## config.mk

```make
export PLATFORM = sky130hd
export DESIGN_NAME = spcp_ctrl
export DESIGN_NICKNAME = d
export VERILOG_FILES = /design/src/sv/spcp_pkg.sv /design/src/sv/spcp_ctrl.sv
export SDC_FILE = /design/constraint.sdc
export NUM_CORES = 1
export LEC_CHECK = 0
export BUFFER_PORTS_ARGS = -buffer_cell sky130_fd_sc_hd__clkbuf_2
export CAP_MARGIN = 5
export CORE_AREA = 2 2 39 41
export CTS_CLUSTER_DIAMETER = 150
export DETAILED_ROUTE_END_ITERATION = 16
export DIE_AREA = 0 0 41 43
export PLACE_DENSITY = 0.59
export REMOVE_ABC_BUFFERS = 1
export SLEW_MARGIN = 40
export SYNTH_ARGS = -nofsm -noshare
export SYNTH_HDL_FRONTEND = slang
export SYNTH_SLANG_ARGS = --single-unit
```

## constraint.sdc

```tcl
create_clock -name clk -period 1.3 [get_ports clk]
set_clock_uncertainty 0.15 [all_clocks]
set_input_delay 0.26 -clock clk [delete_from_list [all_inputs] [get_ports clk]]
set_output_delay 0.26 -clock clk [all_outputs]
set_load 0.01 [all_outputs]
```

## src/sv/spcp_pkg.sv

```systemverilog
// ----------------------------------------------------------------------------
// spcp_pkg: shared definitions for the modulated polar curve generator
// Formats, fixed constants, register indexes, datapath opcodes and the
// controller state type.
// ----------------------------------------------------------------------------
package spcp_pkg;

  localparam int ANGLE_FRAC_BITS = 20;
  localparam int ANGLE_W         = ANGLE_FRAC_BITS + 3;
  localparam int ANGLE_SHIFT     = 30 - ANGLE_FRAC_BITS;
  localparam int STEP_W          = 21;
  localparam int COUNT_W         = 20;
  localparam int LEN_W           = 32;
  localparam int LOBES_W         = 8;
  localparam int CFG_IDX_W       = 3;
  localparam int CFG_DATA_W      = 32;

  localparam int CORDIC_ITERATIONS_DEF = 20;

  // internal widths
  localparam int Q_W     = ANGLE_W + ANGLE_SHIFT;  // unsigned Q30 angle
  localparam int Z_W     = Q_W + 1;                // signed residual angle
  localparam int XY_W    = 33;                     // signed Q30 vector
  localparam int R_W     = 34;                     // signed Q16.16 radius, wide
  localparam int PROD_W  = R_W + XY_W;
  localparam int RND_W   = PROD_W - 30;
  localparam int PHASE_W = Z_W + LOBES_W;          // lobes * theta, signed
  localparam int MAG_W   = PHASE_W - 1;
  localparam int RED_K_W = 3;
  localparam logic [RED_K_W-1:0] RED_K_TOP = RED_K_W'(LOBES_W - 2);

  localparam logic [Q_W-1:0] TWO_PI_Q30        = 33'd6746518852;
  localparam logic [Q_W-1:0] PI_Q30            = 33'd3373259426;
  localparam logic [Q_W-1:0] HALF_PI_Q30       = 33'd1686629713;
  localparam logic [Q_W-1:0] THREE_HALF_PI_Q30 = PI_Q30 + HALF_PI_Q30;
  localparam logic [XY_W-1:0] GAIN_Q30         = 33'd652032874;

  localparam logic [ANGLE_W-1:0] TWO_PI_FMT =
    ANGLE_W'((64'd6746518852 + (64'd1 << (ANGLE_SHIFT - 1))) >> ANGLE_SHIFT);

  localparam logic [STEP_W-1:0]  STEP_RESET  = 21'd1048;
  localparam logic [COUNT_W-1:0] COUNT_RESET = 20'd6283;

  typedef enum logic [CFG_IDX_W-1:0] {
    REG_RADIUS,
    REG_AMPLITUDE,
    REG_LOBES,
    REG_CENTRE_X,
    REG_CENTRE_Y,
    REG_ANGLE_STEP,
    REG_POINT_COUNT
  } cfg_reg_t;

  typedef enum logic [3:0] {
    OP_NONE,
    OP_LOAD,
    OP_RED_THETA,
    OP_MUL_PHASE,
    OP_RED_PHASE,
    OP_FOLD_A,
    OP_CORDIC,
    OP_FOLD_B,
    OP_MUL_AMP,
    OP_ADD_R,
    OP_MUL_X,
    OP_ADD_X,
    OP_ADD_Y,
    OP_OUT
  } dp_op_t;

  typedef struct packed {
    logic red_done;
    logic cordic_done;
  } dp_status_t;

  typedef enum logic [3:0] {
    S_IDLE,
    S_RED_THETA,
    S_MUL_PHASE,
    S_RED_PHASE,
    S_FOLD_A,
    S_CORDIC_A,
    S_FOLD_B,
    S_CORDIC_B,
    S_MUL_AMP,
    S_ADD_R,
    S_MUL_X,
    S_ADD_X,
    S_ADD_Y,
    S_OUT
  } ctrl_state_t;

  // arctangent of 2^-i in Q30
  function automatic logic [30:0] atan_q30(input int i);
    case (i)
      0:       atan_q30 = 31'd843314856;
      1:       atan_q30 = 31'd497837829;
      2:       atan_q30 = 31'd263043836;
      3:       atan_q30 = 31'd133525158;
      4:       atan_q30 = 31'd67021686;
      5:       atan_q30 = 31'd33543515;
      6:       atan_q30 = 31'd16775850;
      7:       atan_q30 = 31'd8388437;
      8:       atan_q30 = 31'd4194282;
      9:       atan_q30 = 31'd2097149;
      default: atan_q30 = 31'(1) << (30 - i);
    endcase
  endfunction

endpackage

```

## src/sv/spcp_ctrl.sv

```systemverilog
// ----------------------------------------------------------------------------
// spcp_ctrl: sequencer for the polar curve datapath
// Walks one request through angle reduction, two CORDIC passes, the radius
// and coordinate products, and hands the point to the output register.
// ----------------------------------------------------------------------------
module spcp_ctrl (
  input  logic                clk,
  input  logic                rst,
  input  logic                req_valid,
  output logic                req_ready,
  output logic                rsp_valid,
  input  logic                rsp_ready,
  input  spcp_pkg::dp_status_t status,
  output spcp_pkg::dp_op_t     op
);
  import spcp_pkg::*;

  ctrl_state_t state, state_next;
  logic        out_free;

  assign out_free  = !rsp_valid || rsp_ready;
  assign req_ready = (state == S_IDLE);

  always_ff @(posedge clk) begin
    if (rst) begin
      state     <= S_IDLE;
      rsp_valid <= 1'b0;
    end else begin
      state <= state_next;
      if (op == OP_OUT) begin
        rsp_valid <= 1'b1;
      end else if (rsp_ready) begin
        rsp_valid <= 1'b0;
      end
    end
  end

  always_comb begin
    state_next = state;
    case (state)
      S_IDLE:      if (req_valid) state_next = S_RED_THETA;
      S_RED_THETA: state_next = S_MUL_PHASE;
      S_MUL_PHASE: state_next = S_RED_PHASE;
      S_RED_PHASE: if (status.red_done) state_next = S_FOLD_A;
      S_FOLD_A:    state_next = S_CORDIC_A;
      S_CORDIC_A:  if (status.cordic_done) state_next = S_FOLD_B;
      S_FOLD_B:    state_next = S_CORDIC_B;
      S_CORDIC_B:  if (status.cordic_done) state_next = S_MUL_AMP;
      S_MUL_AMP:   state_next = S_ADD_R;
      S_ADD_R:     state_next = S_MUL_X;
      S_MUL_X:     state_next = S_ADD_X;
      S_ADD_X:     state_next = S_ADD_Y;
      S_ADD_Y:     state_next = S_OUT;
      S_OUT:       if (out_free) state_next = S_IDLE;
      default:     state_next = S_IDLE;
    endcase
  end

  always_comb begin
    op = OP_NONE;
    case (state)
      S_IDLE:      if (req_valid) op = OP_LOAD;
      S_RED_THETA: op = OP_RED_THETA;
      S_MUL_PHASE: op = OP_MUL_PHASE;
      S_RED_PHASE: op = OP_RED_PHASE;
      S_FOLD_A:    op = OP_FOLD_A;
      S_CORDIC_A:  op = OP_CORDIC;
      S_FOLD_B:    op = OP_FOLD_B;
      S_CORDIC_B:  op = OP_CORDIC;
      S_MUL_AMP:   op = OP_MUL_AMP;
      S_ADD_R:     op = OP_ADD_R;
      S_MUL_X:     op = OP_MUL_X;
      S_ADD_X:     op = OP_ADD_X;
      S_ADD_Y:     op = OP_ADD_Y;
      S_OUT:       if (out_free) op = OP_OUT;
      default:     op = OP_NONE;
    endcase
  end

endmodule

```

==> impl_metrics.env <==
export IMPL_status="finished with violations"
export IMPL_violations="negative setup slack"
export IMPL_routedWlPerCell_um=14.24
export IMPL_finalMaxSlewViolations=0
export IMPL_reg2reg_depth=4
export IMPL_cp_slowest_cell="dfxtp_4"
export IMPL_via_count=567
export IMPL_layout_common_cells="buf_4, clkbuf_2, buf_6"
export IMPL_cp_depth=3
export IMPL_worst_r2r_startpoint="state[1]"
export IMPL_worst_setup_path_end_kind="output pin"
export IMPL_grt_pass1_wl_um=2256
export IMPL_syn_area_um2=442.9
export IMPL_synthCells=57
export IMPL_die_y_um=43
export IMPL_cts_tree="yes"
export IMPL_worst_pin_slew_ns=0.2946
export IMPL_cp_required_ns=0.89
export IMPL_mostFrequentLayoutCell="buf_4"
export IMPL_syn_to_final_growth_pct=73.16
export IMPL_clockBufferDepth=2
export IMPL_h_tree_depth=1
export IMPL_antenna_left=0
export IMPL_layout_cells_non_filler=102
export IMPL_fin_ws_ns=-0.3687
export IMPL_hold_viol=0
export IMPL_clock_latency_ns=0.26
export IMPL_die_w_um=41
export IMPL_core_um2=1384
export IMPL_synth_edff_count=0
export IMPL_synth_largest_area_cell="dfxtp_1"
export IMPL_clkTransAtPathRegs_ns=0.05
export IMPL_crit_path_start_kind="register"
export IMPL_firstDrtPassIters=4
export IMPL_hpwl_um=920.6
export IMPL_worstSetupPathType="register to output pin"
export IMPL_io_buffers=11
export IMPL_crit_fanout=4
export IMPL_gp_congestion=0.8078
export IMPL_drv_cap=0
export IMPL_p_leak_nw=0.3208
export IMPL_antenna_found_initial=0
export IMPL_p_total_mw=0.6697
export IMPL_yosysUniqueCellTypes=38
export IMPL_rsz0062_at_grt="true"
export IMPL_slew_limit_headroom_pct=80.32
export IMPL_post_route_period_util_pct=128.4
export IMPL_grt_total_usage_pct=19.36
export IMPL_dieArea_um2=1763
export IMPL_initial_core_util_pct=32.01
export IMPL_dp_cells=91
export IMPL_cts_hold_buf=0
export IMPL_fin_area_um2=767.0
export IMPL_synthArstFlopShare_pct=0
export IMPL_cpLargestDelayFamily="flip-flops"
export IMPL_crit_path_start="state[3]"
export IMPL_io_pins=12
export IMPL_drtIter0Drc=14
export IMPL_wirelength_um=1452
export IMPL_setup_tns_ns=-1.900
export IMPL_place_area_um2=576.8
export IMPL_synth_seq_cells=5
export IMPL_crit_arrival_ns=1.26
export IMPL_grt_pass1_vias=518
export IMPL_dominantRegCellSynth="dfxtp_1"
export IMPL_r2r_slack_ns=-0.16
export IMPL_max_freq_ghz=0.5993
export IMPL_num_rows=14
export IMPL_cts_buffers=3
export IMPL_cp_slowest_stage_delay_ns=0.35
export IMPL_cp_num_buf_inv=1
export IMPL_syn_area_per_cell_um2=7.771
export IMPL_yosysWarnings=0
export IMPL_holdWs_ns=0.09819
export IMPL_synth_seq_area_share_pct=22.60
export IMPL_cts_root_buf="clkbuf_4"
export IMPL_drive_gt1_share_pct=63.95
export IMPL_viasPerCell=5.559
export IMPL_min_path_type="primary input to register"
export IMPL_gr_total_overflow=0
export IMPL_post_route_min_period_ns=1.669
export IMPL_clock_sinks=5
export IMPL_nNetsFinal=93
export IMPL_synth_top_cells_by_area="dfxtp_1, buf_2, o21ai_0, a21oi_1, nor3_1"
export IMPL_drcViolationCount=0
export IMPL_yosysTopAreaCellShare_pct=22.60
export IMPL_grt_max_degree=14
export IMPL_crit_path_end="op[1]"
export IMPL_worstReg2RegEnd="state[0]"
export IMPL_cp_cell_sequence="or2_4 > o311a_1 > clkbuf_2"
export IMPL_power_density_nw_per_um2=873.1
export IMPL_max_vdd_ir_drop_uv=357.9
export IMPL_antenna_cells=0
export IMPL_setup_violations=8
==> metrics by stage <==
stage	util, %	setup slack (ns)
3_3_place_gp	41.68	-0.1840
2_1_floorplan	-	-0.1427
5_1_grt	55.43	-0.4068
3_5_place_dp	41.68	-0.1656
6_report	55.43	-0.3687
4_1_cts	52.71	-0.3706
==> power breakdown <==
group / switching, mW / internal, mW / leakage (nW)
Clock: 0.0842 / 0.117 / 0.0150
Combinational: 0.123 / 0.159 / 0.262
Sequential: 0.0228 / 0.164 / 0.0438
Total: 0.230 / 0.440 / 0.321
==> state kept, by name, indices dropped and copies added, names as in the netlist <==
register,flops
rsp_valid,1
state,4
==> synthesized netlist by cell type (2+ instances only) <==
| master | count |
|---|---|
| dfxtp_1 | 5 |
| buf_2 | 4 |
| o21ai_0 | 4 |
| a21oi_1 | 3 |
| nand2_1 | 3 |
| nor3_1 | 3 |
| a31oi_1 | 2 |
| inv_1 | 2 |
| nor2_1 | 2 |
==> worst min-delay path by stage <==
stage | from | to | slack (ns) | cells after the start
3_3_place_gp | rst | state[2] | 0.37 | 2
4_1_cts | rst | state[0] | 0.1 | 2
3_5_place_dp | rst | state[0] | 0.37 | 2
2_1_floorplan | rst | state[2] | 0.18 | 1
6_report | rst | state[0] | 0.1 | 2
5_1_grt | rst | state[3] | 0.11 | 2
==> layout make-up <==
type,count,area [µm²]
Multi-Input combinational cell,44,367.9
Timing Repair Buffer,31,231.5
Clock buffer,4,26.28
Sequential cell,5,113.9
Tap cell,16,20.02
Fill cell,124,616.8
Inverter,2,7.507
==> worst reg2reg max path: stages, from the launching register on <==
cell      delay (ns)
dfxtp_4         0.37
buf_6           0.13
or4_4           0.50
a21oi_2         0.13
a311oi_1        0.06
==> timing repair <==
item | 4_1_cts | 5_1_grt
hold endpoints to repair | 0 | 0
resized for setup | 23 | 11
pin swaps | 8 | 2
buffers inserted | 7 | 0
endpoints found under the setup margin | 9 | 10
==> cell families (layout without fill, tap and decap cells) <==
logic type             Yosys count  after routing  share of synthesized area [%]
buffers and inverters            8             37                          10.45
and+or+nand+nor                 21             21                          28.26
muxes                            1              1                          2.542
AOI/OAI and AO/OA               22             22                          36.16
DFF                              5              5                          22.60
==> routing by layer <==
layer	up-vias	global-route usage (%)	routed length, µm
met5	-	0	0
met4	0	12.00	27
met3	2	1.571	23
met2	9	31.56	772
met1	282	22.76	628
li1	274	-	-
Note: power is estimated with default switching activity, not from simulation.
